$ cat config.mk
export PLATFORM = sky130hd
export DESIGN_NAME = led_chase_with_fading_trail_unit
export DESIGN_NICKNAME = d
export VERILOG_FILES = /design/src/design/lcft_pkg.sv /design/src/design/lcft_regs.sv /design/src/design/lcft_div.sv /design/src/design/led_chase_with_fading_trail_unit.sv
export SDC_FILE = /design/constraint.sdc
export NUM_CORES = 1
export LEC_CHECK = 0
export ABC_CLOCK_PERIOD_IN_PS = 14700
export BUFFER_PORTS_ARGS = -buffer_cell sky130_fd_sc_hd__buf_4
export CAP_MARGIN = 10
export CELL_PAD_IN_SITES_DETAIL_PLACEMENT = 1
export CELL_PAD_IN_SITES_GLOBAL_PLACEMENT = 1
export CORE_ASPECT_RATIO = 1.1
export CORE_MARGIN = 4
export CORE_UTILIZATION = 45
export CTS_BUF_LIST = sky130_fd_sc_hd__clkbuf_2 sky130_fd_sc_hd__clkbuf_4 sky130_fd_sc_hd__clkbuf_8
export CTS_CLUSTER_DIAMETER = 120
export CTS_CLUSTER_SIZE = 10
export DETAILED_ROUTE_END_ITERATION = 7
export GPL_TIMING_DRIVEN = 0
export PLACE_DENSITY_LB_ADDON = 0.1
export SYNTH_ARGS = -nofsm -noshare
export SYNTH_HDL_FRONTEND = slang
export SYNTH_SLANG_ARGS = --single-unit
$ cat constraint.sdc
create_clock -name clk_i -period 14.7 [get_ports clk_i]
set_clock_uncertainty 0.1 [all_clocks]
set_input_delay 1.47 -clock clk_i [delete_from_list [all_inputs] [get_ports clk_i]]
set_output_delay 1.47 -clock clk_i [all_outputs]
set_load 0.02 [all_outputs]
$ cat src/design/lcft_pkg.sv
`default_nettype none

package lcft_pkg;

  // Field and register widths
  localparam int unsigned ELAPSED_W = 32;
  localparam int unsigned PERIOD_W  = 16;
  localparam int unsigned SEG_W     = 7;
  localparam int unsigned TRAIL_W   = 6;
  localparam int unsigned COLOR_W   = 24;
  localparam int unsigned CHAN_W    = 8;
  localparam int unsigned IDX_W     = 6;

  // APB port
  localparam int unsigned ADDR_W = 5;
  localparam int unsigned DATA_W = 32;
  localparam int unsigned RIDX_W = 3;

  // Register indexes (byte address / 4)
  localparam logic [RIDX_W-1:0] REG_PERIOD  = 3'd0;
  localparam logic [RIDX_W-1:0] REG_SEGLEN  = 3'd1;
  localparam logic [RIDX_W-1:0] REG_TRAIL   = 3'd2;
  localparam logic [RIDX_W-1:0] REG_REVERSE = 3'd3;
  localparam logic [RIDX_W-1:0] REG_COLOR   = 3'd4;

  // Reset values
  localparam logic [PERIOD_W-1:0] PERIOD_RST = 16'd100;
  localparam logic [SEG_W-1:0]    SEGLEN_RST = 7'd10;
  localparam logic [TRAIL_W-1:0]  TRAIL_RST  = 6'd3;
  localparam logic                REVERSE_RST = 1'b0;
  localparam logic [COLOR_W-1:0]  COLOR_RST  = 24'hFF0000;

  localparam int unsigned MAX_LEDS_DEF = 64;

  // Shared divider
  localparam int unsigned DIV_W     = 32;
  localparam int unsigned DIVISOR_W = 16;
  localparam int unsigned STEPS_W   = 6;
  localparam int unsigned FADE_W    = CHAN_W + TRAIL_W;
  localparam int unsigned DIM_SHIFT = 3;

  typedef struct packed {
    logic [PERIOD_W-1:0] period;
    logic [SEG_W-1:0]    seg_len;
    logic [TRAIL_W-1:0]  trail;
    logic                rev;
    logic [COLOR_W-1:0]  color;
  } cfg_t;

  typedef struct packed {
    logic                 start;
    logic [DIV_W-1:0]     dividend;
    logic [DIVISOR_W-1:0] divisor;
    logic [STEPS_W-1:0]   steps;
  } div_req_t;

  typedef struct packed {
    logic                 busy;
    logic                 done;
    logic [DIV_W-1:0]     quotient;
    logic [DIVISOR_W-1:0] remainder;
  } div_rsp_t;

endpackage

`default_nettype wire

$ cat src/design/lcft_regs.sv
`default_nettype none

module lcft_regs (
  input  logic                         clk_i,
  input  logic                         rst_ni,
  input  logic                         psel,
  input  logic                         penable,
  input  logic                         pwrite,
  input  logic [lcft_pkg::ADDR_W-1:0]  paddr,
  input  logic [lcft_pkg::DATA_W-1:0]  pwdata,
  output logic [lcft_pkg::DATA_W-1:0]  prdata,
  output logic                         pready,
  output lcft_pkg::cfg_t               cfg_o
);
  import lcft_pkg::*;

  cfg_t              cfg_q;
  logic [RIDX_W-1:0] ridx;
  logic              wr_en;

  assign ridx   = paddr[ADDR_W-1:2];
  assign pready = 1'b1;
  assign wr_en  = psel && penable && pwrite && pready;
  assign cfg_o  = cfg_q;

  always_ff @(posedge clk_i or negedge rst_ni) begin
    if (!rst_ni) begin
      cfg_q.period  <= PERIOD_RST;
      cfg_q.seg_len <= SEGLEN_RST;
      cfg_q.trail   <= TRAIL_RST;
      cfg_q.rev     <= REVERSE_RST;
      cfg_q.color   <= COLOR_RST;
    end else if (wr_en) begin
      unique case (ridx)
        REG_PERIOD:  cfg_q.period  <= pwdata[PERIOD_W-1:0];
        REG_SEGLEN:  cfg_q.seg_len <= pwdata[SEG_W-1:0];
        REG_TRAIL:   cfg_q.trail   <= pwdata[TRAIL_W-1:0];
        REG_REVERSE: cfg_q.rev     <= pwdata[0];
        REG_COLOR:   cfg_q.color   <= pwdata[COLOR_W-1:0];
        default: ;
      endcase
    end
  end

  always_comb begin
    unique case (ridx)
      REG_PERIOD:  prdata = DATA_W'(cfg_q.period);
      REG_SEGLEN:  prdata = DATA_W'(cfg_q.seg_len);
      REG_TRAIL:   prdata = DATA_W'(cfg_q.trail);
      REG_REVERSE: prdata = DATA_W'(cfg_q.rev);
      REG_COLOR:   prdata = DATA_W'(cfg_q.color);
      default:     prdata = '0;
    endcase
  end

endmodule

`default_nettype wire

$ cat src/design/lcft_div.sv
`default_nettype none

// Restoring divider, one quotient bit per cycle. The caller left-aligns the
// dividend so that its significant bits are the top `steps` bits.
module lcft_div (
  input  logic               clk_i,
  input  logic               rst_ni,
  input  lcft_pkg::div_req_t req_i,
  output lcft_pkg::div_rsp_t rsp_o
);
  import lcft_pkg::*;

  logic [DIV_W-1:0]     quo_q;
  logic [DIVISOR_W-1:0] rem_q;
  logic [DIVISOR_W-1:0] dvs_q;
  logic [STEPS_W-1:0]   cnt_q;
  logic                 busy_q;
  logic                 done_q;

  logic [DIVISOR_W:0]   rem_sh;
  logic [DIVISOR_W:0]   rem_sub;
  logic                 ge;

  assign rem_sh  = {rem_q, quo_q[DIV_W-1]};
  assign ge      = rem_sh >= {1'b0, dvs_q};
  assign rem_sub = rem_sh - {1'b0, dvs_q};

  always_ff @(posedge clk_i or negedge rst_ni) begin
    if (!rst_ni) begin
      busy_q <= 1'b0;
      done_q <= 1'b0;
      cnt_q  <= '0;
    end else begin
      done_q <= 1'b0;
      if (req_i.start) begin
        busy_q <= 1'b1;
        cnt_q  <= req_i.steps;
      end else if (busy_q) begin
        cnt_q <= cnt_q - STEPS_W'(1);
        if (cnt_q == STEPS_W'(1)) begin
          busy_q <= 1'b0;
          done_q <= 1'b1;
        end
      end
    end
  end

  always_ff @(posedge clk_i) begin
    if (req_i.start) begin
      quo_q <= req_i.dividend;
      rem_q <= '0;
      dvs_q <= req_i.divisor;
    end else if (busy_q) begin
      quo_q <= {quo_q[DIV_W-2:0], ge};
      rem_q <= ge ? rem_sub[DIVISOR_W-1:0] : rem_sh[DIVISOR_W-1:0];
    end
  end

  assign rsp_o.busy      = busy_q;
  assign rsp_o.done      = done_q;
  assign rsp_o.quotient  = quo_q;
  assign rsp_o.remainder = rem_q;

endmodule

`default_nettype wire

$ cat src/design/led_chase_with_fading_trail_unit.sv
`default_nettype none

// Channel   | Direction | Handshake                   | Payload
// ----------+-----------+-----------------------------+-------------------------------------
// frame in  | input     | in_valid_i / in_stall_o     | elapsed_ms_i
// LED out   | output    | out_valid_o / out_stall_i   | led_index_o, red_o, green_o, blue_o,
//           |           |                             | last_o
// config    | APB       | psel/penable/pwrite, pready | paddr, pwdata, prdata
//
// One frame runs start to finish through a single serial divider (one bit per
// cycle): elapsed / period, that quotient mod length and trail mod length.
// Each LED then passes an evaluate state and a beat state, and a trail LED
// adds three 14-bit divisions to scale red, green and blue.
// in_stall_o is high from the accepted frame until its last beat is taken.
// out_stall_i holds the current beat in its registers; nothing else moves.
// Reset returns the sequencer to idle and loads the register defaults.
module led_chase_with_fading_trail_unit #(
  parameter int unsigned MAX_LEDS = lcft_pkg::MAX_LEDS_DEF
) (
  input  logic                           clk_i,
  input  logic                           rst_ni,
  // frame requests
  input  logic                           in_valid_i,
  output logic                           in_stall_o,
  input  logic [lcft_pkg::ELAPSED_W-1:0] elapsed_ms_i,
  // LED beats
  output logic                           out_valid_o,
  input  logic                           out_stall_i,
  output logic [lcft_pkg::IDX_W-1:0]     led_index_o,
  output logic [lcft_pkg::CHAN_W-1:0]    red_o,
  output logic [lcft_pkg::CHAN_W-1:0]    green_o,
  output logic [lcft_pkg::CHAN_W-1:0]    blue_o,
  output logic                           last_o,
  // configuration
  input  logic                           psel,
  input  logic                           penable,
  input  logic                           pwrite,
  input  logic [lcft_pkg::ADDR_W-1:0]    paddr,
  input  logic [lcft_pkg::DATA_W-1:0]    pwdata,
  output logic [lcft_pkg::DATA_W-1:0]    prdata,
  output logic                           pready
);
  import lcft_pkg::*;

  // LED counter width: must hold the segment length itself
  localparam int unsigned NW = $clog2(MAX_LEDS + 1);

  typedef enum logic [2:0] {
    ST_IDLE,
    ST_QUOT,
    ST_BASE,
    ST_TMOD,
    ST_EVAL,
    ST_FADE,
    ST_OUT
  } state_e;

  typedef enum logic [1:0] {
    CH_RED,
    CH_GREEN,
    CH_BLUE
  } chan_e;

  cfg_t     cfg;
  div_req_t div_req;
  div_rsp_t div_rsp;

  state_e   state_q;
  chan_e    chan_q;
  chan_e    chan_sel;
  logic [NW-1:0]     n_q, head_q, d_q, r_q, k_q;
  logic [IDX_W-1:0]  idx_q;
  logic [CHAN_W-1:0] red_q, green_q, blue_q;
  logic              last_q;

  logic              in_acc, out_acc;
  logic [NW-1:0]     n_new, base, head_new;
  logic [CHAN_W-1:0] cr, cg, cb, c_sel;
  logic [NW:0]       diff;
  logic [TRAIL_W-1:0] num;
  logic [FADE_W-1:0] prod;
  logic              on_trail;
  logic [DIVISOR_W-1:0] period_eff;

  lcft_regs u_regs (
    .clk_i   (clk_i),
    .rst_ni  (rst_ni),
    .psel    (psel),
    .penable (penable),
    .pwrite  (pwrite),
    .paddr   (paddr),
    .pwdata  (pwdata),
    .prdata  (prdata),
    .pready  (pready),
    .cfg_o   (cfg)
  );

  lcft_div u_div (
    .clk_i  (clk_i),
    .rst_ni (rst_ni),
    .req_i  (div_req),
    .rsp_o  (div_rsp)
  );

  assign in_stall_o  = (state_q != ST_IDLE);
  assign in_acc      = in_valid_i && !in_stall_o;
  assign out_valid_o = (state_q == ST_OUT);
  assign out_acc     = out_valid_o && !out_stall_i;

  assign cr = cfg.color[3*CHAN_W-1:2*CHAN_W];
  assign cg = cfg.color[2*CHAN_W-1:CHAN_W];
  assign cb = cfg.color[CHAN_W-1:0];

  // A zero period counts as one
  assign period_eff = (cfg.period == '0) ? DIVISOR_W'(1) : cfg.period;

  // Clamp the segment length into 1..MAX_LEDS
  always_comb begin
    if (cfg.seg_len == '0) begin
      n_new = NW'(1);
    end else if (int'(cfg.seg_len) > int'(MAX_LEDS)) begin
      n_new = NW'(MAX_LEDS);
    end else begin
      n_new = NW'(cfg.seg_len);
    end
  end

  assign base     = div_rsp.remainder[NW-1:0];
  assign head_new = cfg.rev ? (n_q - NW'(1) - base) : base;

  // d is the distance from the head against the run direction. The last trail
  // step to land here is the largest i <= trail with i == d (mod n), i >= 1,
  // whose fade numerator trail+1-i reduces to ((trail mod n) - d) mod n + 1.
  assign on_trail = (d_q != '0) ? (int'(cfg.trail) >= int'(d_q))
                                : (int'(cfg.trail) >= int'(n_q));
  assign diff = (r_q >= d_q) ? ({1'b0, r_q} - {1'b0, d_q})
                             : ({1'b0, r_q} + {1'b0, n_q} - {1'b0, d_q});
  assign num  = TRAIL_W'(diff + (NW + 1)'(1));

  always_comb begin
    if (state_q == ST_EVAL) begin
      chan_sel = CH_RED;
    end else begin
      unique case (chan_q)
        CH_RED:  chan_sel = CH_GREEN;
        default: chan_sel = CH_BLUE;
      endcase
    end
  end

  always_comb begin
    unique case (chan_sel)
      CH_RED:   c_sel = cr;
      CH_GREEN: c_sel = cg;
      default:  c_sel = cb;
    endcase
  end

  assign prod = FADE_W'(c_sel) * FADE_W'(num);

  // Divider requests
  always_comb begin
    div_req = '0;
    unique case (state_q)
      ST_IDLE: begin
        if (in_acc) begin
          div_req.start    = 1'b1;
          div_req.dividend = elapsed_ms_i;
          div_req.divisor  = period_eff;
          div_req.steps    = STEPS_W'(DIV_W);
        end
      end
      ST_QUOT: begin
        if (div_rsp.done) begin
          div_req.start    = 1'b1;
          div_req.dividend = div_rsp.quotient;
          div_req.divisor  = DIVISOR_W'(n_q);
          div_req.steps    = STEPS_W'(DIV_W);
        end
      end
      ST_BASE: begin
        if (div_rsp.done) begin
          div_req.start    = 1'b1;
          div_req.dividend = {cfg.trail, (DIV_W - TRAIL_W)'(0)};
          div_req.divisor  = DIVISOR_W'(n_q);
          div_req.steps    = STEPS_W'(TRAIL_W);
        end
      end
      ST_EVAL: begin
        if (on_trail) begin
          div_req.start    = 1'b1;
          div_req.dividend = {prod, (DIV_W - FADE_W)'(0)};
          div_req.divisor  = DIVISOR_W'(cfg.trail) + DIVISOR_W'(1);
          div_req.steps    = STEPS_W'(FADE_W);
        end
      end
      ST_FADE: begin
        if (div_rsp.done && chan_q != CH_BLUE) begin
          div_req.start    = 1'b1;
          div_req.dividend = {prod, (DIV_W - FADE_W)'(0)};
          div_req.divisor  = DIVISOR_W'(cfg.trail) + DIVISOR_W'(1);
          div_req.steps    = STEPS_W'(FADE_W);
        end
      end
      default: ;
    endcase
  end

  // Sequencer and beat registers
  always_ff @(posedge clk_i or negedge rst_ni) begin
    if (!rst_ni) begin
      state_q <= ST_IDLE;
      chan_q  <= CH_RED;
      n_q     <= '0;
      head_q  <= '0;
      d_q     <= '0;
      r_q     <= '0;
      k_q     <= '0;
      idx_q   <= '0;
      red_q   <= '0;
      green_q <= '0;
      blue_q  <= '0;
      last_q  <= 1'b0;
    end else begin
      unique case (state_q)
        ST_IDLE: begin
          if (in_acc) begin
            n_q     <= n_new;
            state_q <= ST_QUOT;
          end
        end
        ST_QUOT: begin
          if (div_rsp.done) begin
            state_q <= ST_BASE;
          end
        end
        ST_BASE: begin
          if (div_rsp.done) begin
            head_q  <= head_new;
            state_q <= ST_TMOD;
          end
        end
        ST_TMOD: begin
          if (div_rsp.done) begin
            r_q <= div_rsp.remainder[NW-1:0];
            k_q <= '0;
            // distance of LED 0 from the head
            if (cfg.rev) begin
              d_q <= (head_q == '0) ? '0 : (n_q - head_q);
            end else begin
              d_q <= head_q;
            end
            state_q <= ST_EVAL;
          end
        end
        ST_EVAL: begin
          idx_q  <= IDX_W'(k_q);
          last_q <= (k_q == n_q - NW'(1));
          if (on_trail) begin
            chan_q  <= CH_RED;
            state_q <= ST_FADE;
          end else begin
            if (d_q == '0) begin
              red_q   <= cr;
              green_q <= cg;
              blue_q  <= cb;
            end else begin
              red_q   <= cr >> DIM_SHIFT;
              green_q <= cg >> DIM_SHIFT;
              blue_q  <= cb >> DIM_SHIFT;
            end
            state_q <= ST_OUT;
          end
        end
        ST_FADE: begin
          if (div_rsp.done) begin
            unique case (chan_q)
              CH_RED: begin
                red_q  <= div_rsp.quotient[CHAN_W-1:0];
                chan_q <= CH_GREEN;
              end
              CH_GREEN: begin
                green_q <= div_rsp.quotient[CHAN_W-1:0];
                chan_q  <= CH_BLUE;
              end
              default: begin
                blue_q  <= div_rsp.quotient[CHAN_W-1:0];
                state_q <= ST_OUT;
              end
            endcase
          end
        end
        ST_OUT: begin
          if (out_acc) begin
            if (last_q) begin
              state_q <= ST_IDLE;
            end else begin
              // advance one LED: distance steps against the run direction
              k_q <= k_q + NW'(1);
              if (cfg.rev) begin
                d_q <= (d_q == n_q - NW'(1)) ? '0 : (d_q + NW'(1));
              end else begin
                d_q <= (d_q == '0) ? (n_q - NW'(1)) : (d_q - NW'(1));
              end
              state_q <= ST_EVAL;
            end
          end
        end
        default: state_q <= ST_IDLE;
      endcase
    end
  end

  assign led_index_o = idx_q;
  assign red_o       = red_q;
  assign green_o     = green_q;
  assign blue_o      = blue_q;
  assign last_o      = last_q;

  // A divider result only shows up while the sequencer waits for it
  assert property (@(posedge clk_i) disable iff (!rst_ni)
    div_rsp.done |-> (state_q == ST_QUOT || state_q == ST_BASE ||
                      state_q == ST_TMOD || state_q == ST_FADE))
    else $error("divider finished outside a wait state");

  // The divider is never restarted mid-division
  assert property (@(posedge clk_i) disable iff (!rst_ni)
    div_req.start |-> !div_rsp.busy)
    else $error("divider started while busy");

  // The last beat carries the top LED index of the segment
  assert property (@(posedge clk_i) disable iff (!rst_ni)
    (out_valid_o && last_o) |-> (led_index_o == IDX_W'(n_q - NW'(1))))
    else $error("last beat on wrong LED");

  // Taking the last beat frees the input side in the next cycle
  assert property (@(posedge clk_i) disable iff (!rst_ni)
    (out_acc && last_o) |=> !in_stall_o)
    else $error("frame input not released after last beat");

endmodule

`default_nettype wire
Word level (Yosys, flattened, before mapping). Index checks and enable logic that the tools add are counted.

Bits of input ports: 76. Output and inout bits: 66. Word-level logic and storage cells: 177. Bits in registers: 197.

Muxes and demuxes: 69. Multiply operators: 1. $add $sub $neg: 13. Reductions and logical operators: 36. $lt $le $gt $ge: 5. Eq/ne operators: 30.

Operators by type and width (count): $mux W55 (5); $pmux W55 S5 (1); $pmux W24 S5 (1); $mux W7 (14); $mux W8 (12); $mux W32 (2); $pmux W8 S2 (4); $mux W16 (2); $pmux W7 S2 (2); $mux W3 (8); $logic_not A7 Y1 (3); $pmux W3 S7 (1); $reduce_and A4 Y1 (5); $mux W6 (3); $reduce_and A2 Y1 (9); $ge A17 B16 Y1 (1); $logic_not A16 Y1 (1); $ne A2 B2 Y1 const B (8); $sub A16 B16 Y16 (1); $add A7 B1 Y7 const B (2); $eq A7 B7 Y1 (2); $ge A6 B7 Y1 (2); $mul A8 B6 Y14 (1); $sub A7 B1 Y7 const B (2); other kinds (27) (62).

Longest topological paths before layout. Gate-level depths: netlist of the first run.

Depth in word-level cells: 10. Depth in mapped cells: 29. Gate-level depth less buffers: 28.

Cells and area by module. Synthesis of the first run repeated with hierarchy kept, for this count alone.

Cells, all modules: 1474. Area total of the unflattened synthesis: 14298.7 µm².

By module, submodules not included: led_chase_with_fading_trail_unit (sequential area each 1776.7 µm², instances 1, area an instance 7882.6 µm², cells an instance 952); lcft_div (sequential area each 1961.9 µm², instances 1, area an instance 3773.6 µm², cells an instance 324); lcft_regs (sequential area each 1370.1 µm², instances 1, area an instance 2642.5 µm², cells an instance 198).

Worst setup path before layout of the first run. Ideal clock, no wire load.

Path kind: register -> register. Start: reg d_q[1]. End: reg u_div.quo_q[31] (data pin). Library setup time: 0.152 ns. Data arrival time: 6.405 ns. Required time: 14.448 ns. Clock period less this slack: 6.657 ns. Stages on the path, launching flop included: 27. Setup slack: 8.043 ns. Path buffers: 0. Cell sequence: dfrtp_1 -> inv_1 -> ha_1 -> nor2b_1 -> o31a_1 -> o211a_1 -> o31a_1 -> nor2_8 -> o21a_2 -> inv_1 -> ha_1 -> or2_2 -> a211oi_1 -> nor2_1 -> nand2_1 -> fa_1 -> fa_1 -> fa_1 -> inv_1 -> ha_1 -> nor2b_1 -> o21a_1 -> o21ai_0 -> a211oi_1 -> o21a_1 -> or3_1 -> a31oi_1.

Cells in the longest elaborated chain, start to end: 7. Elaborated cells between the ends (all ways): 13. Classes of those cells: 3 x add/sub; 1 x mul; 2 x order compare; 6 x mux; 1 x reduce/logical.

Ends and longest elaborated chain: start, declared (RTL line led_chase_with_fading_trail_unit.sv:71) `logic [NW-1:0] n_q, head_q, d_q, r_q, k_q;`; start signal, assigned (RTL line led_chase_with_fading_trail_unit.sv:249) `d_q <= (head_q == '0) ? '0 : (n_q - head_q);`; start signal, assigned (RTL line led_chase_with_fading_trail_unit.sv:251) `d_q <= head_q;`; start signal, assigned (RTL line led_chase_with_fading_trail_unit.sv:301) `d_q <= (d_q == n_q - NW'(1)) ? '0 : (d_q + NW'(1));`; $sub A6 B6 Y6, or another cell as far along (RTL line led_chase_with_fading_trail_unit.sv:137) `: ({1'b0, r_q} + {1'b0, n_q} - {1'b0, d_q});`; $mux W6 (RTL line led_chase_with_fading_trail_unit.sv:136) `assign diff = (r_q >= d_q) ? ({1'b0, r_q} - {1'b0, d_q})`; $add A6 B1 Y6 (RTL line led_chase_with_fading_trail_unit.sv:138) `assign num = TRAIL_W'(diff + (NW + 1)'(1));`; $mul A8 B6 Y14 (RTL line led_chase_with_fading_trail_unit.sv:159) `assign prod = FADE_W'(c_sel) * FADE_W'(num);`; $mux W55 (on tied branches) (RTL line led_chase_with_fading_trail_unit.sv:198, led_chase_with_fading_trail_unit.sv:190); $pmux W55 S5 * (RTL line led_chase_with_fading_trail_unit.sv:164) `unique case (state_q)`; $mux W32 * (RTL line lcft_div.sv:49) `if (req_i.start) begin`; end signal, assigned (RTL line lcft_div.sv:50) `quo_q <= req_i.dividend;`; end signal, assigned (RTL line lcft_div.sv:54) `quo_q <= {quo_q[DIV_W-2:0], ge};`; end, declared (RTL line lcft_div.sv:13) `logic [DIV_W-1:0] quo_q;`.

Mark *: on every way between the ends. The rest lies on a longest branch, timed or not. A chain may end at the register's enable or synchronous reset.

Worst setup path after layout of the first run.
Start: reg d_q[1]. End: reg u_div.quo_q[29] (data pin).

Same word-level chain as after synthesis.

==> impl.org, run 1 <==
** Yosys
- The most common cell in the synthesized netlist is sky130_fd_sc_hd__nand2_1.
- Total standard cell area after synthesis :: between 10,000 and 15,000 um^2
- Unique cell type count in the Yosys netlist :: 86
- Yosys printed 0 warnings.
- Instance count of the mapped netlist :: around 1,500
- Most frequent cells after synthesis :: sky130_fd_sc_hd__nand2_1, sky130_fd_sc_hd__dfrtp_1, sky130_fd_sc_hd__inv_1, sky130_fd_sc_hd__nor2_1, sky130_fd_sc_hd__o21ai_0
- Post-synth top area share :: 21.3%
- Counting flops with an async set or reset pin after synthesis yields a share of approximately two thirds.
- Ranked by total cell area, the synthesized netlist is headed by sky130_fd_sc_hd__dfrtp_1, sky130_fd_sc_hd__edfxtp_1, sky130_fd_sc_hd__ha_1.
- Library cell occupying the most area in the post-synthesis netlist :: sky130_fd_sc_hd__dfrtp_1
- Count of state elements after synthesis :: a little under 200
- Synth Area per Inst :: about 9.5 um^2
- Count of flip-flops with a built-in enable after synthesis :: 48
- Summing the sequential cell areas from Yosys gives 36.9% of the chip area.
- In the synthesized netlist the dominant register cell turns out to be sky130_fd_sc_hd__dfrtp_1.

** Timing
- Number of failing hold endpoints at the final stage :: 0
- Setup repair after global routing missed its margin :: no
- Static timing analysis puts the maximum clock frequency at 124 MHz.
- The final number of max-transition violations is 0.
- Final critical delay including setup and external delays :: ~8.1 ns
- Setup violations remaining at the end of the flow were counted as 0.
- The worst pin sits at a relative slew slack of approximately 27%.
- Final cycle utilization of the critical path :: a little over half
- Aggregate negative setup slack :: 0 ns
- Actual slew at the worst max-slew pin :: between 1 and 1.5 ns
- On the final layout, the worst hold slack is 0.393 ns.

** Critical path
- The worst register-to-register path begins at d_q[1]$_DFFE_PN0P_.
- Data arrives at the worst endpoint at around 8.2 ns.
- End of the worst register-to-register path :: u_div.quo_q[29]$_DFFE_PP_
- Destination of the critical timing path :: u_div.quo_q[29]$_DFFE_PP_
- Peak fanout along the critical path :: 6
- In this run the worst setup path begins at d_q[1]$_DFFE_PN0P_.
- Worst-case reg-to-reg path depth :: 26
- At the worst endpoint, the required time is between 10 and 15 ns.
- The worst setup path is launched from a register.
- Type of the setup path with the least slack :: reg -> reg
- Critical Path Sink Type :: register
- Register-to-register setup slack :: 6.63 ns

** Global routing
- Overall Global Routing Usage :: a little over a quarter
- Global-route wire length before repair :: between 70 and 80 mm
- Antenna violations before repair :: 1
- Entering global routing, the biggest net connects ~90 pins.
- For this run the aggregate overflow at the end of global routing stands at 0.
- Number of global-route vias before repair :: 12,400

** Route
- The first TritonRoute pass finished after 5 iterations.
- Using the TritonRoute via totals, the vias-per-cell ratio works out to 5.77.
- Routed wire length :: between 40 and 50 mm
- For this run, design rule violations remaining after detail routing come to 0.
- Average wire per cell in the routed design :: about 22 um
- The first routing iteration left 670 violations.
- The final route contains between 10,000 and 15,000 vias.
- The count of nets left with antenna violations once routing finished came out at 0.

** Cells and area
- Of the cells placed in the final design, the portion with a size suffix greater than 1 is about 18%.
- Antenna cells :: 0
- Final net count :: between 1,500 and 2,000
- Post-route cell area :: about 16,000 um^2
- Counting the fill cells in the layout gives around 3,500.
- The area growth from synthesis to layout is 14.2%.
- The finished layout holds a little over 2,000 standard cells, fillers aside.

** CTS
- Root buf cell :: sky130_fd_sc_hd__clkbuf_8
- # Post-CTS Setup Buffers :: 0
- Clock tree synthesis inserted a total of 17 buffers.
- H-tree depth :: 4
- Clock sinks :: between 150 and 200
- The clock reaches the later pin of the worst-skew pair after between 0.5 and 0.6 ns.
- Counting along the longest clock path gives a buffer depth of 2.
- In this run, post-CTS hold repair placed 0 buffers.
- Post-CTS Resized :: 0
- CTS tree :: yes
- After clock tree synthesis, the clock-pin slew on the worst setup and hold paths is 0.11 ns.

** Die
- The die covers ~34,000 um^2.
- Die height :: ~190 um
- Die boundary width :: roughly 180 um
- Pin placement for this block handled roughly 140 I/O pins.
- The core region is 30,400 um^2.
- The floorplan has 67 rows.
- Initial standard-cell utilization of the core :: a little under half

** Flow run
- Max-cap violations in this run came to 0.

** Place
- Buffers added on ports :: 122
- Routability-driven placement congestion ratio :: between 0.8 and 0.9
- After detailed placement, the design holds a cell count of 2,004.
- Post-placement cell area :: roughly 15,000 um^2
- HPWL after DPL :: 35.9 mm

** Run status
- The run finished with clean final reports.

** Hold path
- The worst hold path begins at led_index_o[0]$_DFFE_PN0P_.
- Kind of path behind the tightest hold check :: reg -> reg
==> worst max-delay path, stage by stage (launching register included) <==
cell	delay, ns
sky130_fd_sc_hd__dfrtp_1	0.54
sky130_fd_sc_hd__inv_1	0.25
sky130_fd_sc_hd__ha_1	0.36
sky130_fd_sc_hd__nor2b_1	0.15
sky130_fd_sc_hd__o31a_1	0.31
sky130_fd_sc_hd__o211a_1	0.27
sky130_fd_sc_hd__o31a_1	0.33
sky130_fd_sc_hd__nor2_8	0.18
sky130_fd_sc_hd__o21a_2	0.23
sky130_fd_sc_hd__inv_1	0.15
sky130_fd_sc_hd__ha_1	0.26
sky130_fd_sc_hd__or2_2	0.31
sky130_fd_sc_hd__a211oi_1	0.62
sky130_fd_sc_hd__nor2_1	0.23
sky130_fd_sc_hd__nand2_1	0.15
sky130_fd_sc_hd__fa_1	0.41
sky130_fd_sc_hd__fa_1	0.49
sky130_fd_sc_hd__fa_1	0.55
sky130_fd_sc_hd__inv_1	0.04
sky130_fd_sc_hd__ha_1	0.31
sky130_fd_sc_hd__nor2b_1	0.17
sky130_fd_sc_hd__o21a_1	0.19
sky130_fd_sc_hd__o21ai_0	0.43
sky130_fd_sc_hd__a21oi_1	0.16
sky130_fd_sc_hd__xnor2_1	0.18
sky130_fd_sc_hd__a222oi_1	0.37
sky130_fd_sc_hd__nand2_1	0.09
==> cell usage in the layout (no fill, tap or decap), drive strengths merged, types with 6 or more instances in the layout <==
cell,netlist,final
conb,2,9
mux2,62,62
a211oi,13,13
a311oi,10,10
dfxtp,16,16
o21a,19,19
o31ai,8,8
and3,23,23
and2,7,7
fa,34,34
xor2,33,33
nand4,7,7
a21oi,72,72
a22oi,19,19
nor2,105,105
nor3,27,27
edfxtp,48,48
or2,8,8
nor2b,21,21
clkbuf,42,60
a22o,24,24
xnor2,36,36
ha,82,82
o221ai,6,6
nand2b,17,17
nand3b,6,6
nand3,31,31
o21ai,103,103
buf,27,151
o211ai,11,11
clkinv,2,8
nor4,8,8
nand2,145,145
dfrtp,118,118
dfstp,15,15
a31oi,12,12
inv,112,118
mux2i,35,35
a21o,30,30
==> sequential cells by signal, indices dropped and copies added (netlist names) <==
signal        cells
blue_o            8
chan_q            2
d_q               7
green_o           8
head_q            7
k_q               7
last_o            1
led_index_o       6
n_q               7
r_q               7
red_o             8
state_q           3
u_div.busy_q      1
u_div.cnt_q       6
u_div.done_q      1
u_div.dvs_q      16
u_div.quo_q      32
u_div.rem_q      16
u_regs.cfg_o     54
==> worst min path at each step <==
stage	to	slack, ns	cells past startpoint
5_1_grt	red_o[1]$_DFFE_PN0P_	0.43	1
4_1_cts	u_div.rem_q[13]$_SDFFE_PP0P_	0.40	2
3_3_place_gp	led_index_o[4]$_DFFE_PN0P_	0.36	2
6_report	led_index_o[0]$_DFFE_PN0P_	0.39	2
3_5_place_dp	red_o[1]$_DFFE_PN0P_	0.37	1
2_1_floorplan	r_q[6]$_DFFE_PN0P_	0.35	2
==> per-layer routing <==
metal / global-route usage [%] / share of wire [%] / vias up
met4: 7.22 / 2.2 / 2
met5: 0 / 0.044 / -
met1: 35.9 / 45 / 5929
met3: 4.31 / 4.3 / 64
met2: 46.8 / 49 / 267
li1: - / - / 5484
==> logic make-up after synthesis <==
logic type	after synthesis	share of synthesized area (%)
DFF	197	36.9
and+or+nand+nor	422	14.9
xor gates and xnor gates	71	4.93
buffers and inverters	183	5.48
adders and majority gates	116	12.3
muxes	97	7.66
AOI/OAI and AO/OA	371	17.8
other	2	0.0542
==> stage by stage <==
step | setup slack (ns) | util (%)
floorplan | 8.04 | -
global placement | 6.77 | 50.3
detailed placement | 6.76 | 50.6
CTS | 6.71 | 52.0
global route | 6.24 | 52.0
finish | 6.63 | 52.0
==> area by class of cell <==
class | count | area (um^2) | area share, %
buffer | 69 | 332 | 2.10
clock buffer | 18 | 241 | 1.53
clock inverter | 14 | 191 | 1.21
inverter | 114 | 428 | 2.70
multi-input combinational | 1086 | 8030 | 50.7
sequential | 197 | 5110 | 32.3
tap | 414 | 518 | 3.27
timing repair buffer | 124 | 975 | 6.16
Power of run 1 is left out: the tool's default activity adds up to more than one toggle a clock period on the data nets, which glitch-free logic cannot reach.
==> run 2, diff against run 1 <==
--- a/config.mk
+++ b/config.mk
@@ -5,7 +5,7 @@
 export SDC_FILE = /design/constraint.sdc
 export NUM_CORES = 1
 export LEC_CHECK = 0
-export ABC_CLOCK_PERIOD_IN_PS = 14700
+export ABC_CLOCK_PERIOD_IN_PS = 7900
 export BUFFER_PORTS_ARGS = -buffer_cell sky130_fd_sc_hd__buf_4
 export CAP_MARGIN = 10
 export CELL_PAD_IN_SITES_DETAIL_PLACEMENT = 1
==> constraint.sdc (replaced) <==
create_clock -name clk_i -period 7.9 [get_ports clk_i]
set_clock_uncertainty 0.1 [all_clocks]
set_input_delay 0.79 -clock clk_i [delete_from_list [all_inputs] [get_ports clk_i]]
set_output_delay 0.79 -clock clk_i [all_outputs]
set_load 0.02 [all_outputs]
==> impl.org, run 2 (synthesis gave the netlist of run 1 again) <==
** Cells and area
- Multi-input logic area :: approximately 8100 um^2
- Share of post-route cells with drive strength above 1 :: 18.1%
- Final net count :: about 1,800
- Commonest cells after routing, fill and taps aside :: sky130_fd_sc_hd__nand2_1, sky130_fd_sc_hd__buf_4, sky130_fd_sc_hd__dfrtp_1
- Relative to the synthesized area, the layout overhead comes to 14.6%.
- After filler insertion, the fill cell instance count of the layout stands at around 3,500.
- 0 antenna diodes ended up in the layout.
- Storage cell area :: 5110 um^2
- The register with the most flip-flops in the layout has 54 of them.
- Most frequent standard cell in the layout excluding fill and tap cells :: sky130_fd_sc_hd__nand2_1

** CTS
- Clock-pin slew was measured on the worst setup and hold paths at 0.11 ns.
- The number of hold buffers added after CTS was 0.
- TritonCTS built the clock tree.
- The tree built by TritonCTS fans out to 197 sinks.
- The clock passes through at most 2 buffers.
- Clock tree synthesis selected as its root buffer the cell sky130_fd_sc_hd__clkbuf_8.
- The later pin in the worst-skew pair is clocked with a latency of 0.51 ns.
- Buffers inserted during clock tree synthesis total 17.
- In this run the number of H-tree levels came out at 4.

** Critical path
- Register-to-register setup slack :: 0.36 ns
- Of all nets on the critical path, the largest fanout is 6.
- The worst register-to-register path begins at d_q[1]$_DFFE_PN0P_.
- Data arrives at the worst endpoint at ~7.8 ns.
- The worst setup path is launched from a register.
- End of the worst register-to-register path :: u_div.quo_q[31]$_DFFE_PP_
- By startpoint and endpoint, the worst setup path is classified as reg -> reg.
- The worst setup path is captured at a register.
- Worst-case reg-to-reg path depth :: 26
- CP Data Required Time :: roughly 8 ns

** Global routing
- The number of antenna violations at the first check in global routing came to 1.
- Global-route wire length before repair :: 71.0 mm
- Number of global-route vias before repair :: approximately 12,000
- Global routing used between 20% and 30% of the available tracks.
- After global routing the overflow that remains totals 0.
- Pin count of the biggest net entering global routing :: slightly above 90

** Die
- Die height :: 192 um
- ~140 I/O pins were placed.
- For this configuration, the core starts out at a cell density of a little under half.
- The core region is 30,400 um^2.
- The die covers ~34,000 um^2.
- Std-Cell Rows :: 67
- Die boundary width :: roughly 180 um

** Route
- First drt pass iteration count :: 5
- Detailed-route DRC error count :: 0
- Average wire per cell in the routed design :: between 20 and 25 um
- Total via count in the routed design :: around 12,000
- For this block, the initial DRC count from the detailed router was 672.
- Post-detailed-route count of antenna-violating nets :: 0
- The final layout contains routed wiring with a total length of between 40 and 50 mm.
- Vias per cell :: slightly below 6

** Flow run
- The tool flagged a number of max-cap violations equal to 0.

** Timing
- Based on the critical path, the design can be clocked at up to 133 MHz.
- Summed over all failing endpoints, the final setup total negative slack is 0 ns.
- Final cycle utilization of the critical path :: ~95%
- Least setup slack across all paths after layout :: roughly 0.36 ns
- The routed design could run at a clock period as short as around 7.5 ns.
- Number of slew-limit violations in the final report :: 0
- Across all hold checks on the routed design, the worst slack comes to about 0.094 ns.
- Slew headroom :: between 20% and 30%
- Setup violations remaining at the end of the flow were counted as 0.
- Actual slew at the worst max-slew pin :: 1.08 ns
- Number of failing hold endpoints at the final stage :: 0

** Place
- Routability-driven placement congestion ratio :: 0.897
- HPWL after DPL :: about 36 mm
- At the placement stage, the worst setup path has a slack of -0.0382 ns.
- The count of buffers added on input and output ports is ~120.

** Hold path
- Kind of path behind the tightest hold check :: in -> async

** Run status
- The run finished with clean final reports.
run 2: cell count changes in the layout (fill, tap and decap cells not counted), sizes merged:
cell      previous run  this run
inv                118       117
clkinvlp             0         1
buf                151       152
run 2: per-stage QoR:
step	cells	area (um^2)	utilization, %
2_1_floorplan	1466	13900	-
3_3_place_gp	2002	15300	50.3
3_5_place_dp	2004	15400	50.6
4_1_cts	2036	15800	52.0
5_1_grt	2037	15900	52.2
6_report	2037	15900	52.2
run 2: worst max-delay path, cell delays in order (launching register included):
cell,delay [ns]
sky130_fd_sc_hd__dfrtp_2,0.50
sky130_fd_sc_hd__clkinvlp_4,0.24
sky130_fd_sc_hd__ha_1,0.36
sky130_fd_sc_hd__nor2b_1,0.15
sky130_fd_sc_hd__o31a_1,0.31
sky130_fd_sc_hd__o211a_1,0.28
sky130_fd_sc_hd__o31a_1,0.40
sky130_fd_sc_hd__nor2_8,0.20
sky130_fd_sc_hd__o21a_2,0.24
sky130_fd_sc_hd__inv_1,0.16
sky130_fd_sc_hd__ha_1,0.26
sky130_fd_sc_hd__or2_2,0.33
sky130_fd_sc_hd__a211oi_4,0.36
sky130_fd_sc_hd__nor2_1,0.17
sky130_fd_sc_hd__nand2_1,0.12
sky130_fd_sc_hd__fa_1,0.41
sky130_fd_sc_hd__fa_1,0.49
sky130_fd_sc_hd__fa_1,0.55
sky130_fd_sc_hd__inv_1,0.04
sky130_fd_sc_hd__ha_1,0.31
sky130_fd_sc_hd__nor2b_1,0.17
sky130_fd_sc_hd__o21a_1,0.20
sky130_fd_sc_hd__o21ai_2,0.21
sky130_fd_sc_hd__a211oi_1,0.11
sky130_fd_sc_hd__o21a_1,0.20
sky130_fd_sc_hd__or3_1,0.32
sky130_fd_sc_hd__a31oi_1,0.18
run 2: worst max path at each step:
stage                       start                         to
3_5_place_dp   d_q[1]$_DFFE_PN0P_  u_div.quo_q[31]$_DFFE_PP_
4_1_cts        d_q[1]$_DFFE_PN0P_  u_div.quo_q[31]$_DFFE_PP_
6_report       d_q[1]$_DFFE_PN0P_  u_div.quo_q[31]$_DFFE_PP_
3_3_place_gp   d_q[1]$_DFFE_PN0P_  u_div.quo_q[31]$_DFFE_PP_
5_1_grt        d_q[2]$_DFFE_PN0P_  u_div.quo_q[31]$_DFFE_PP_
2_1_floorplan  d_q[1]$_DFFE_PN0P_  u_div.quo_q[31]$_DFFE_PP_
run 2: repair_timing:
action,CTS,global route
pin swaps,0,1
setup endpoints to repair,2,3
buffers inserted,0,1
resized for setup,2,9
run 2: per-layer routing:
metal | track usage (%) | vias to the layer above | part of all wire (%)
li1 | - | 5480 | -
met1 | 35.9 | 5959 | 45
met2 | 46.8 | 273 | 49
met3 | 4.31 | 60 | 4.4
met4 | 7.22 | 2 | 2.1
met5 | 0 | - | 0.044
run 2: final cells by class:
class                   instances  area share (%)
multi-input cells            1086            50.8
flip-flops and latches        197            32.2
repair buffers                125            6.19
well taps                     414            3.26
inverters                     114            2.72
plain buffers                  69            2.09
clock buffers                  18            1.52
clock inverters                14            1.21
Power of run 2 is left out for the same reason.
